File: src/rtl/core/mrr_pkg.sv
// ----------------------------------------------------------------------------
// mrr_pkg: shared types and constants
// Types and constants used by the multi-word residue decomposition block.
// ----------------------------------------------------------------------------
`timescale 1ns / 1ps
`default_nettype none

package mrr_pkg;

   // Number of modulus registers and residue lanes.
   localparam int NUM_LANES = 3;

   // Word and modulus widths.
   localparam int WORD_W    = 64;
   localparam int MODULUS_W = 62;

   // Bit-serial reduction runs over a two-word dividend.
   localparam int DIVIDEND_W = 2 * WORD_W;
   localparam int STEP_W     = $clog2(DIVIDEND_W);

   // Configuration port.
   localparam int ADDR_W = 5;
   localparam int DATA_W = 64;

   // Register indexes, taken from paddr[4:3].
   localparam logic [1:0] REG_COUNT       = 2'd0;
   localparam logic [1:0] REG_MODULUS_ZERO = 2'd1;
   localparam logic [1:0] REG_MODULUS_ONE  = 2'd2;
   localparam logic [1:0] REG_MODULUS_TWO  = 2'd3;

   // Reset values of the registers.
   localparam logic [1:0]           COUNT_RESET   = 2'd3;
   localparam logic [MODULUS_W-1:0] MODULUS_ZERO_RESET = 62'd4611686018326724609;
   localparam logic [MODULUS_W-1:0] MODULUS_ONE_RESET  = 62'd4611686018309947393;
   localparam logic [MODULUS_W-1:0] MODULUS_TWO_RESET  = 62'd4611686018282684417;

   typedef logic [WORD_W-1:0]    word_type;
   typedef logic [MODULUS_W-1:0] modulus_type;

   // Commands from the controller to the datapath.
   typedef struct packed {
      logic       load;        // first word: copy into every remainder
      logic       start;       // later word: set up the reduction
      logic       step;        // one bit of restoring reduction
      logic       finish;      // write the reduced value back
      logic       emit;        // load a residue into the output register
      logic [1:0] emit_index;
      logic       emit_last;
   } ctrl_cmd_type;

   // Status from the datapath to the controller.
   typedef struct packed {
      logic out_free;
   } dp_status_type;

endpackage

`default_nettype wire

File: src/rtl/core/multiword_rns_residue.sv
// ----------------------------------------------------------------------------
// multiword_rns_residue: multi-word integer to residue decomposition
// Reduces multi-word integers modulo up to three configured moduli.
// ----------------------------------------------------------------------------
// Each integer arrives as one 64-bit beat per active modulus, most
// significant word first; after its last word the block sends one residue
// beat per active modulus, in modulus order, with rsp_last_residue set on the
// final one. The first word of an integer is copied into every remainder.
// Each later word is accepted, then the 128-bit value {remainder, word} goes
// through the bit-serial restoring reduction, which runs in all three lanes
// at once, and the remainders are written back. The residues then leave at
// one beat per cycle while the output is not stalled, and the next word is
// taken as soon as the last residue sits in the output register. Registers
// are written over the APB-style port at byte address 8*i: modulus_count,
// then moduli zero to two; write them only while the block is idle.
`timescale 1ns / 1ps
`default_nettype none

module multiword_rns_residue
   import mrr_pkg::*;
#(
   parameter int MAX_MODULI = 3
) (
   input  wire logic              clock,
   input  wire logic              reset,
   // Word input channel.
   input  wire logic              req_valid,
   output logic                   req_stall,
   input  wire logic [WORD_W-1:0] req_word,
   // Residue output channel.
   output logic                   rsp_valid,
   input  wire logic              rsp_stall,
   output logic      [WORD_W-1:0] rsp_residue,
   output logic      [1:0]        rsp_modulus_index,
   output logic                   rsp_last_residue,
   // Configuration port.
   input  wire logic              psel,
   input  wire logic              penable,
   input  wire logic              pwrite,
   input  wire logic [ADDR_W-1:0] paddr,
   input  wire logic [DATA_W-1:0] pwdata,
   output logic      [DATA_W-1:0] prdata,
   output logic                   pready
);

   logic [1:0]                          modulus_count;
   logic [NUM_LANES-1:0][MODULUS_W-1:0] moduli;
   ctrl_cmd_type                        cmd;
   dp_status_type                       status;

   // Configuration registers.
   mrr_csr u_csr (
      .clock         (clock),
      .reset         (reset),
      .psel          (psel),
      .penable       (penable),
      .pwrite        (pwrite),
      .paddr         (paddr),
      .pwdata        (pwdata),
      .prdata        (prdata),
      .pready        (pready),
      .modulus_count (modulus_count),
      .moduli        (moduli)
   );

   // Controller.
   mrr_ctrl #(
      .MAX_MODULI (MAX_MODULI)
   ) u_ctrl (
      .clock         (clock),
      .reset         (reset),
      .req_valid     (req_valid),
      .req_stall     (req_stall),
      .modulus_count (modulus_count),
      .status        (status),
      .cmd           (cmd)
   );

   // Datapath.
   mrr_datapath u_datapath (
      .clock             (clock),
      .reset             (reset),
      .cmd               (cmd),
      .word              (req_word),
      .moduli            (moduli),
      .rsp_stall         (rsp_stall),
      .status            (status),
      .rsp_valid         (rsp_valid),
      .rsp_residue       (rsp_residue),
      .rsp_modulus_index (rsp_modulus_index),
      .rsp_last_residue  (rsp_last_residue)
   );

endmodule

`default_nettype wire

File: src/rtl/core/mrr_csr.sv
// ----------------------------------------------------------------------------
// mrr_csr: configuration registers
// APB-style register file holding the modulus count and the three moduli.
// ----------------------------------------------------------------------------
`timescale 1ns / 1ps
`default_nettype none

module mrr_csr
   import mrr_pkg::*;
(
   input  wire logic                                clock,
   input  wire logic                                reset,
   input  wire logic                                psel,
   input  wire logic                                penable,
   input  wire logic                                pwrite,
   input  wire logic [ADDR_W-1:0]                   paddr,
   input  wire logic [DATA_W-1:0]                   pwdata,
   output logic      [DATA_W-1:0]                   prdata,
   output logic                                     pready,
   output logic      [1:0]                          modulus_count,
   output logic      [NUM_LANES-1:0][MODULUS_W-1:0] moduli
);

   logic [1:0]  count_ff, count_in;
   modulus_type mod0_ff, mod0_in;
   modulus_type mod1_ff, mod1_in;
   modulus_type mod2_ff, mod2_in;
   logic        wr_en;

   assign pready = 1'b1;
   assign wr_en  = psel & penable & pwrite;

   // Write decode.
   always_comb begin
      count_in = count_ff;
      mod0_in  = mod0_ff;
      mod1_in  = mod1_ff;
      mod2_in  = mod2_ff;
      if (wr_en) begin
         unique case (paddr[4:3])
            REG_COUNT:        count_in = pwdata[1:0];
            REG_MODULUS_ZERO: mod0_in  = pwdata[MODULUS_W-1:0];
            REG_MODULUS_ONE:  mod1_in  = pwdata[MODULUS_W-1:0];
            REG_MODULUS_TWO:  mod2_in  = pwdata[MODULUS_W-1:0];
            default:          count_in = count_ff;
         endcase
      end
   end

   always_ff @(posedge clock) begin
      if (reset) begin
         count_ff <= COUNT_RESET;
         mod0_ff  <= MODULUS_ZERO_RESET;
         mod1_ff  <= MODULUS_ONE_RESET;
         mod2_ff  <= MODULUS_TWO_RESET;
      end else begin
         count_ff <= count_in;
         mod0_ff  <= mod0_in;
         mod1_ff  <= mod1_in;
         mod2_ff  <= mod2_in;
      end
   end

   // Read decode.
   always_comb begin
      unique case (paddr[4:3])
         REG_COUNT:        prdata = {{(DATA_W-2){1'b0}}, count_ff};
         REG_MODULUS_ZERO: prdata = {{(DATA_W-MODULUS_W){1'b0}}, mod0_ff};
         REG_MODULUS_ONE:  prdata = {{(DATA_W-MODULUS_W){1'b0}}, mod1_ff};
         REG_MODULUS_TWO:  prdata = {{(DATA_W-MODULUS_W){1'b0}}, mod2_ff};
         default:          prdata = '0;
      endcase
   end

   assign modulus_count = count_ff;
   assign moduli[0]     = mod0_ff;
   assign moduli[1]     = mod1_ff;
   assign moduli[2]     = mod2_ff;

endmodule

`default_nettype wire

File: src/rtl/core/mrr_lane.sv
// ----------------------------------------------------------------------------
// mrr_lane: one residue lane
// Holds the running remainder for one modulus and reduces the two-word value
// {remainder, word} modulo that modulus one bit per cycle.
// ----------------------------------------------------------------------------
`timescale 1ns / 1ps
`default_nettype none

module mrr_lane
   import mrr_pkg::*;
(
   input  wire logic         clock,
   input  wire ctrl_cmd_type cmd,
   input  wire word_type     word,
   input  wire modulus_type  modulus,
   output word_type          remainder
);

   word_type                rem_ff, rem_in;
   logic [DIVIDEND_W-1:0]   shift_ff, shift_in;
   modulus_type             acc_ff, acc_in;
   logic [MODULUS_W:0]      trial;

   // One restoring step: shift in the next dividend bit, subtract if it fits.
   // The accumulator stays below the modulus, so one subtraction suffices.
   always_comb begin
      trial = {acc_ff, shift_ff[DIVIDEND_W-1]};
      if (trial >= {1'b0, modulus}) begin
         trial = trial - {1'b0, modulus};
      end
   end

   always_comb begin
      rem_in   = rem_ff;
      shift_in = shift_ff;
      acc_in   = acc_ff;
      if (cmd.load) begin
         rem_in = word;
      end
      if (cmd.start) begin
         shift_in = {rem_ff, word};
         acc_in   = '0;
      end
      if (cmd.step) begin
         shift_in = {shift_ff[DIVIDEND_W-2:0], 1'b0};
         acc_in   = trial[MODULUS_W-1:0];
      end
      // A zero modulus gives a zero residue.
      if (cmd.finish) begin
         rem_in = (modulus == '0) ? '0 : {{(WORD_W-MODULUS_W){1'b0}}, acc_ff};
      end
   end

   always_ff @(posedge clock) begin
      rem_ff   <= rem_in;
      shift_ff <= shift_in;
      acc_ff   <= acc_in;
   end

   assign remainder = rem_ff;

endmodule

`default_nettype wire

File: src/rtl/core/mrr_datapath.sv
// ----------------------------------------------------------------------------
// mrr_datapath: residue datapath
// Three residue lanes and the result output register.
// ----------------------------------------------------------------------------
`timescale 1ns / 1ps
`default_nettype none

module mrr_datapath
   import mrr_pkg::*;
(
   input  wire logic                                clock,
   input  wire logic                                reset,
   input  wire ctrl_cmd_type                        cmd,
   input  wire word_type                            word,
   input  wire logic [NUM_LANES-1:0][MODULUS_W-1:0] moduli,
   input  wire logic                                rsp_stall,
   output dp_status_type                            status,
   output logic                                     rsp_valid,
   output word_type                                 rsp_residue,
   output logic      [1:0]                          rsp_modulus_index,
   output logic                                     rsp_last_residue
);

   word_type   lane_rem [NUM_LANES];
   word_type   sel_rem;
   logic       valid_ff, valid_in;
   word_type   residue_ff, residue_in;
   logic [1:0] index_ff, index_in;
   logic       last_ff, last_in;

   // Residue lanes, one per modulus register.
   for (genvar g = 0; g < NUM_LANES; g++) begin : g_lane
      mrr_lane u_lane (
         .clock     (clock),
         .cmd       (cmd),
         .word      (word),
         .modulus   (moduli[g]),
         .remainder (lane_rem[g])
      );
   end

   // Select the residue being emitted.
   always_comb begin
      case (cmd.emit_index)
         2'd0:    sel_rem = lane_rem[0];
         2'd1:    sel_rem = lane_rem[1];
         2'd2:    sel_rem = lane_rem[2];
         default: sel_rem = '0;
      endcase
   end

   // Output register: free when empty or when its beat leaves this cycle.
   assign status.out_free = ~valid_ff | ~rsp_stall;

   always_comb begin
      valid_in   = valid_ff & rsp_stall;
      residue_in = residue_ff;
      index_in   = index_ff;
      last_in    = last_ff;
      if (cmd.emit) begin
         valid_in   = 1'b1;
         residue_in = sel_rem;
         index_in   = cmd.emit_index;
         last_in    = cmd.emit_last;
      end
   end

   always_ff @(posedge clock) begin
      if (reset) begin
         valid_ff <= 1'b0;
      end else begin
         valid_ff <= valid_in;
      end
      residue_ff <= residue_in;
      index_ff   <= index_in;
      last_ff    <= last_in;
   end

   assign rsp_valid         = valid_ff;
   assign rsp_residue       = residue_ff;
   assign rsp_modulus_index = index_ff;
   assign rsp_last_residue  = last_ff;

endmodule

`default_nettype wire

File: src/rtl/core/mrr_ctrl.sv
// ----------------------------------------------------------------------------
// mrr_ctrl: sequencing controller
// Tracks the word position in the integer, runs the bit-serial reduction
// and steps through the residues at the end of an integer.
// ----------------------------------------------------------------------------
`timescale 1ns / 1ps
`default_nettype none

module mrr_ctrl
   import mrr_pkg::*;
#(
   parameter int MAX_MODULI = 3
) (
   input  wire logic          clock,
   input  wire logic          reset,
   input  wire logic          req_valid,
   output logic               req_stall,
   input  wire logic [1:0]    modulus_count,
   input  wire dp_status_type status,
   output ctrl_cmd_type       cmd
);

   localparam logic [1:0] ST_IDLE   = 2'd0;
   localparam logic [1:0] ST_REDUCE = 2'd1;
   localparam logic [1:0] ST_FINISH = 2'd2;
   localparam logic [1:0] ST_EMIT   = 2'd3;

   // Largest active count: the parameter, limited to the modulus registers.
   localparam int         CAP_INT = (MAX_MODULI < NUM_LANES) ? MAX_MODULI : NUM_LANES;
   localparam logic [1:0] CAP     = CAP_INT[1:0];
   localparam logic [STEP_W-1:0] LAST_STEP = STEP_W'(DIVIDEND_W - 1);

   logic [1:0]        state_ff, state_in;
   logic [1:0]        wp_ff, wp_in;
   logic [1:0]        n_ff, n_in;
   logic              close_ff, close_in;
   logic [STEP_W-1:0] step_ff, step_in;
   logic [1:0]        idx_ff, idx_in;
   logic [1:0]        n_act;
   logic              accept;
   logic              close_now;

   // Active modulus count: zero acts as one, capped at the parameter.
   always_comb begin
      n_act = (modulus_count == 2'd0) ? 2'd1 : modulus_count;
      if (n_act > CAP) begin
         n_act = CAP;
      end
   end

   assign accept    = (state_ff == ST_IDLE) & req_valid;
   assign close_now = ({1'b0, wp_ff} + 3'd1) >= {1'b0, n_act};
   assign req_stall = (state_ff != ST_IDLE);

   // Commands to the datapath.
   always_comb begin
      cmd            = '0;
      cmd.load       = accept & (wp_ff == 2'd0);
      cmd.start      = accept & (wp_ff != 2'd0);
      cmd.step       = (state_ff == ST_REDUCE);
      cmd.finish     = (state_ff == ST_FINISH);
      cmd.emit       = (state_ff == ST_EMIT) & status.out_free;
      cmd.emit_index = idx_ff;
      cmd.emit_last  = (idx_ff == (n_ff - 2'd1));
   end

   // Next-state logic.
   always_comb begin
      state_in = state_ff;
      wp_in    = wp_ff;
      n_in     = n_ff;
      close_in = close_ff;
      step_in  = step_ff;
      idx_in   = idx_ff;
      unique case (state_ff)
         ST_IDLE: begin
            if (accept) begin
               n_in     = n_act;
               close_in = close_now;
               idx_in   = 2'd0;
               step_in  = '0;
               if (wp_ff != 2'd0) begin
                  state_in = ST_REDUCE;
               end else if (close_now) begin
                  wp_in    = 2'd0;
                  state_in = ST_EMIT;
               end else begin
                  wp_in = 2'd1;
               end
            end
         end
         ST_REDUCE: begin
            step_in = step_ff + 1'b1;
            if (step_ff == LAST_STEP) begin
               state_in = ST_FINISH;
            end
         end
         ST_FINISH: begin
            if (close_ff) begin
               wp_in    = 2'd0;
               state_in = ST_EMIT;
            end else begin
               wp_in    = wp_ff + 2'd1;
               state_in = ST_IDLE;
            end
         end
         ST_EMIT: begin
            if (cmd.emit) begin
               idx_in = idx_ff + 2'd1;
               if (cmd.emit_last) begin
                  state_in = ST_IDLE;
               end
            end
         end
         default: state_in = ST_IDLE;
      endcase
   end

   always_ff @(posedge clock) begin
      if (reset) begin
         state_ff <= ST_IDLE;
         wp_ff    <= 2'd0;
         n_ff     <= 2'd1;
         close_ff <= 1'b0;
         step_ff  <= '0;
         idx_ff   <= 2'd0;
      end else begin
         state_ff <= state_in;
         wp_ff    <= wp_in;
         n_ff     <= n_in;
         close_ff <= close_in;
         step_ff  <= step_in;
         idx_ff   <= idx_in;
      end
   end

endmodule

`default_nettype wire
File: config.mk
export PLATFORM = sky130hd
export DESIGN_NAME = multiword_rns_residue
export DESIGN_NICKNAME = d
export VERILOG_FILES = /design/src/rtl/core/mrr_pkg.sv /design/src/rtl/core/multiword_rns_residue.sv /design/src/rtl/core/mrr_csr.sv /design/src/rtl/core/mrr_lane.sv /design/src/rtl/core/mrr_datapath.sv /design/src/rtl/core/mrr_ctrl.sv
export SDC_FILE = /design/constraint.sdc
export NUM_CORES = 2
export LEC_CHECK = 0
export BUFFER_PORTS_ARGS = -buffer_cell sky130_fd_sc_hd__buf_2
export CAP_MARGIN = 20
export CORE_MARGIN = 3
export CORE_UTILIZATION = 25
export DETAILED_ROUTE_END_ITERATION = 7
export PLACE_DENSITY = 0.4
export SLEW_MARGIN = 40
export SYNTH_ARGS = -nofsm -noshare
export SYNTH_HDL_FRONTEND = slang
export SYNTH_SLANG_ARGS = --single-unit
export TNS_END_PERCENT = 1
File: constraint.sdc
create_clock -name clock -period 90.2 [get_ports clock]
set_input_delay 9.02 -clock clock [delete_from_list [all_inputs] [get_ports clock]]
set_output_delay 9.02 -clock clock [all_outputs]
set_load 0.05 [all_outputs]
==> key figures <==
Run status
  – Result of the run: completed

Logic synthesis
  – Yosys top cell by area: edfxtp_1
  – Area share of the largest cell type after synthesis: 42.1%
  – Main synth FF type: edfxtp_1
  – Post-synthesis async set-or-reset flop share: 0%
  – Synth Warn #: 0
  – Share of the yosys chip area belonging to registers: 50.4%
  – Post-Syn Instances: 5092
  – Dominant cells by area after synthesis: edfxtp_1 (42%), dfxtp_1 (8.3%), nand2_1 (7.7%)
  – Most frequent cell after synthesis: nand2_1
  – Synthesized area: 49600 um2
  – Average size of a mapped cell: 9.74 um2
  – Number of synthesized flops with an enable pin: 696
  – Register bit count reported by yosys: 902
  – Most numerous cell types in the synthesized netlist: nand2_1 (1015), edfxtp_1 (696), nor2_1 (388), a21oi_1 (336), a22o_1 (306)
  – Distinct cells, synth: 81

Place
  – Half-perimeter wire length of the detailed placement result: 149000 um
  – Number of port buffers: 265
  – Worst setup slack after placement: 70.21 ns
  – Last weighted congestion value of the routability-driven placer: 0.902

GRT
  – GR Overflow Total: 0
  – Vias in the first global route: 38900
  – All-Layer GR Usage: 18.7%
  – Pin count of the biggest net entering global routing: 131
  – Global Route met2 Usage: 27.7%
  – Most Used Layer, Global Route: met1
  – Met3 layer usage reported by global route: 2.41%
  – Number of antenna violations at the first check in global routing: 18
  – Global-route wire length before repair: 283000 um
  – Met1 global-route usage: 28.0%

Job
  – Maxcap violations: 0

Die
  – Num rows: 162
  – Starting density of the core: 25.3%
  – Die width: 451 um
  – Die height: 451 um
  – Number of placed I/O pins: 274
  – Placeable core area: 196000 um2
  – Die footprint: 204000 um2

Route
  – Antenna-violating nets left: 0
  – Routed wire length per instance: 24.9 um
  – Per-cell via count in the routed design: 5.02
  – Drt first pass iters: 8
  – Iteration-0 DRC Markers: 3692
  – Total number of vias: 39700
  – DR DRC count: 0
  – WL final: 197000 um

STA
  – Pins over their slew limit: 0
  – Post-route clock skew: 0.0435 ns
  – Post-route worst setup slack: 70.20 ns
  – Final setup violating endpoints: 0
  – RSZ-0062 raised after global routing: no
  – Worst-Margin Slew: 0.948 ns
  – Final Cycle Share: 22.2%
  – Max Fclk: 50.0 MHz
  – Final number of hold-violating endpoints: 0
  – Total Neg Setup Slack: 0 ns
  – Clock period minus worst slack: 20.00 ns
  – Max-Slew Margin vs Limit: 36.8%

Setup path
  – Required time of the worst setup path: 81.18 ns
  – Cells on worst reg2reg path: 14
  – Element type at the critical path start: input port
  – Launch instance of the worst register-to-register path: u_csr.mod0_ff[4]
  – Capturing element of the worst setup path: prdata[27]
  – Capture point of the worst reg-to-reg path: u_datapath.g_lane[0].u_lane.acc_ff[49]
  – Largest fanout of any net on the critical path: 62
  – Data arrival, critical path: 10.98 ns
  – R2R Setup Slk: 85.15 ns
  – Critical path launch point: paddr[3]
  – Kind of critical path: in2out
  – Kind of end point of the critical path: output pin

Pwr
  – Peak supply drop: 16.0 uV
  – Leakage power figure: 22.8 nW
  – Total power per unit cell area: 32.3 nW/um2

CTS
  – Number of CTS-inserted buffers: 109
  – Setup Fix Bufs, Post-CTS: 0
  – Deepest level of the CTS H-tree: 3
  – TritonCTS clock tree: done
  – Cts-stage hold buffer count: 0
  – Clock-pin slew reported for the worst setup and hold paths after clock tree synthesis: 0.05 ns
  – Library cell used as clock root buffer: clkbuf_16
  – Count of instances resized after the clock tree is built: 0
  – Clock latency reported for the late side of the worst-skew pair: 0.75 ns
  – CTS Buffer Depth: 3
  – Number of clock sinks seen by CTS: 902

Hold path
  – Class of the most critical hold timing path: reg2reg

Layout
  – Area growth syn-to-layout: 15.5%
  – Utilization after layout: 29.2%
  – Number of fillers in the final layout: 20700
  – Fin nets: 5534
  – Fraction of layout instances using a drive strength above 1: 10.5%
==> cells by family after synthesis <==
logic type | after synthesis | share of synthesized area [%]
AO/OA/AOI/OAI | 1352 | 19.4
buffers and inverters | 576 | 4.50
AND/OR/NAND/NOR | 1802 | 15.7
multiplexers | 81 | 1.68
adder cells (fa/ha/maj) | 202 | 5.16
XOR/XNOR | 175 | 3.09
other | 2 | 0.0151
flip-flops | 902 | 50.4
==> metrics by stage <==
step | total power, mW | instances | cell area (um2) | hold WS, ns
global route | 1.96 | 7915 | 57300 | 0.485
global placement | 1.40 | 7702 | 53400 | 0.457
finish | 1.85 | 7917 | 57300 | 0.471
detailed placement | 1.40 | 7702 | 53500 | 0.463
floorplan | 1.29 | 5093 | 49600 | 0.445
CTS | 1.86 | 7907 | 57200 | 0.472
==> power breakdown <==
group          switching, mW  total, mW  internal, mW
clock                  0.188      0.453         0.265
combinational          0.433      0.647         0.214
sequential            0.0988      0.749         0.650
==> area by class of cell <==
| cell class | instances | area (um2) | area share, % |
|---|---|---|---|
| inverter | 244 | 921 | 1.61 |
| timing repair buffer | 320 | 1850 | 3.22 |
| tap | 2624 | 3280 | 5.73 |
| antenna | 7 | 17.5 | 0.0306 |
| sequential | 902 | 25000 | 43.7 |
| multi-input combinational | 3615 | 22500 | 39.3 |
| clock buffer | 138 | 2980 | 5.20 |
| clock inverter | 67 | 687 | 1.20 |
==> how the worst min path moves through the flow <==
stage | from | endpoint | slack (ns) | depth (start not counted)
6_report | u_csr.mod1_ff[10] | u_csr.mod1_ff[10] | 0.47 | 2
5_1_grt | u_csr.mod1_ff[7] | u_csr.mod1_ff[7] | 0.48 | 2
4_1_cts | u_csr.mod1_ff[23] | u_csr.mod1_ff[23] | 0.47 | 2
3_5_place_dp | u_csr.mod1_ff[23] | u_csr.mod1_ff[23] | 0.46 | 2
3_3_place_gp | u_csr.mod1_ff[2] | u_csr.mod1_ff[2] | 0.46 | 2
2_1_floorplan | u_csr.modulus_count[0] | u_csr.modulus_count[0] | 0.44 | 2
==> registers in the layout, indices dropped and copies added (netlist names), 7 cells and up <==
signal	count
u_csr.mod0_ff	62
u_datapath.g_lane.u_lane.remainder	188
u_datapath.rsp_residue	64
u_csr.mod2_ff	62
u_csr.mod1_ff	62
u_datapath.g_lane.u_lane.acc_ff	186
u_ctrl.step_ff	7
u_datapath.g_lane.u_lane.shift_ff	256
==> critical path: stages <==
cell and delay (ns):
buf_4 0.37, nor2b_4 0.23, buf_6 0.44, a22o_1 0.45, buf_2 0.34
==> layout by cell type (no fill, tap or decap), types with 190 or more instances in the layout <==
cell type	count
edfxtp_1	696
buf_2	263
ha_1	193
a21oi_1	336
nand2_1	1013
o21ai_0	190
inv_1	241
dfxtp_1	206
a22o_1	306
nor2_1	384
==> layer usage <==
metal  vias to the layer above  wire length (um)
met1                     19600             97800
li1                      18800                 -
met4                         0              5670
met3                       190              9470
met5                         -                 0
met2                      1075             84300
Power figures use the tool's default switching activity.
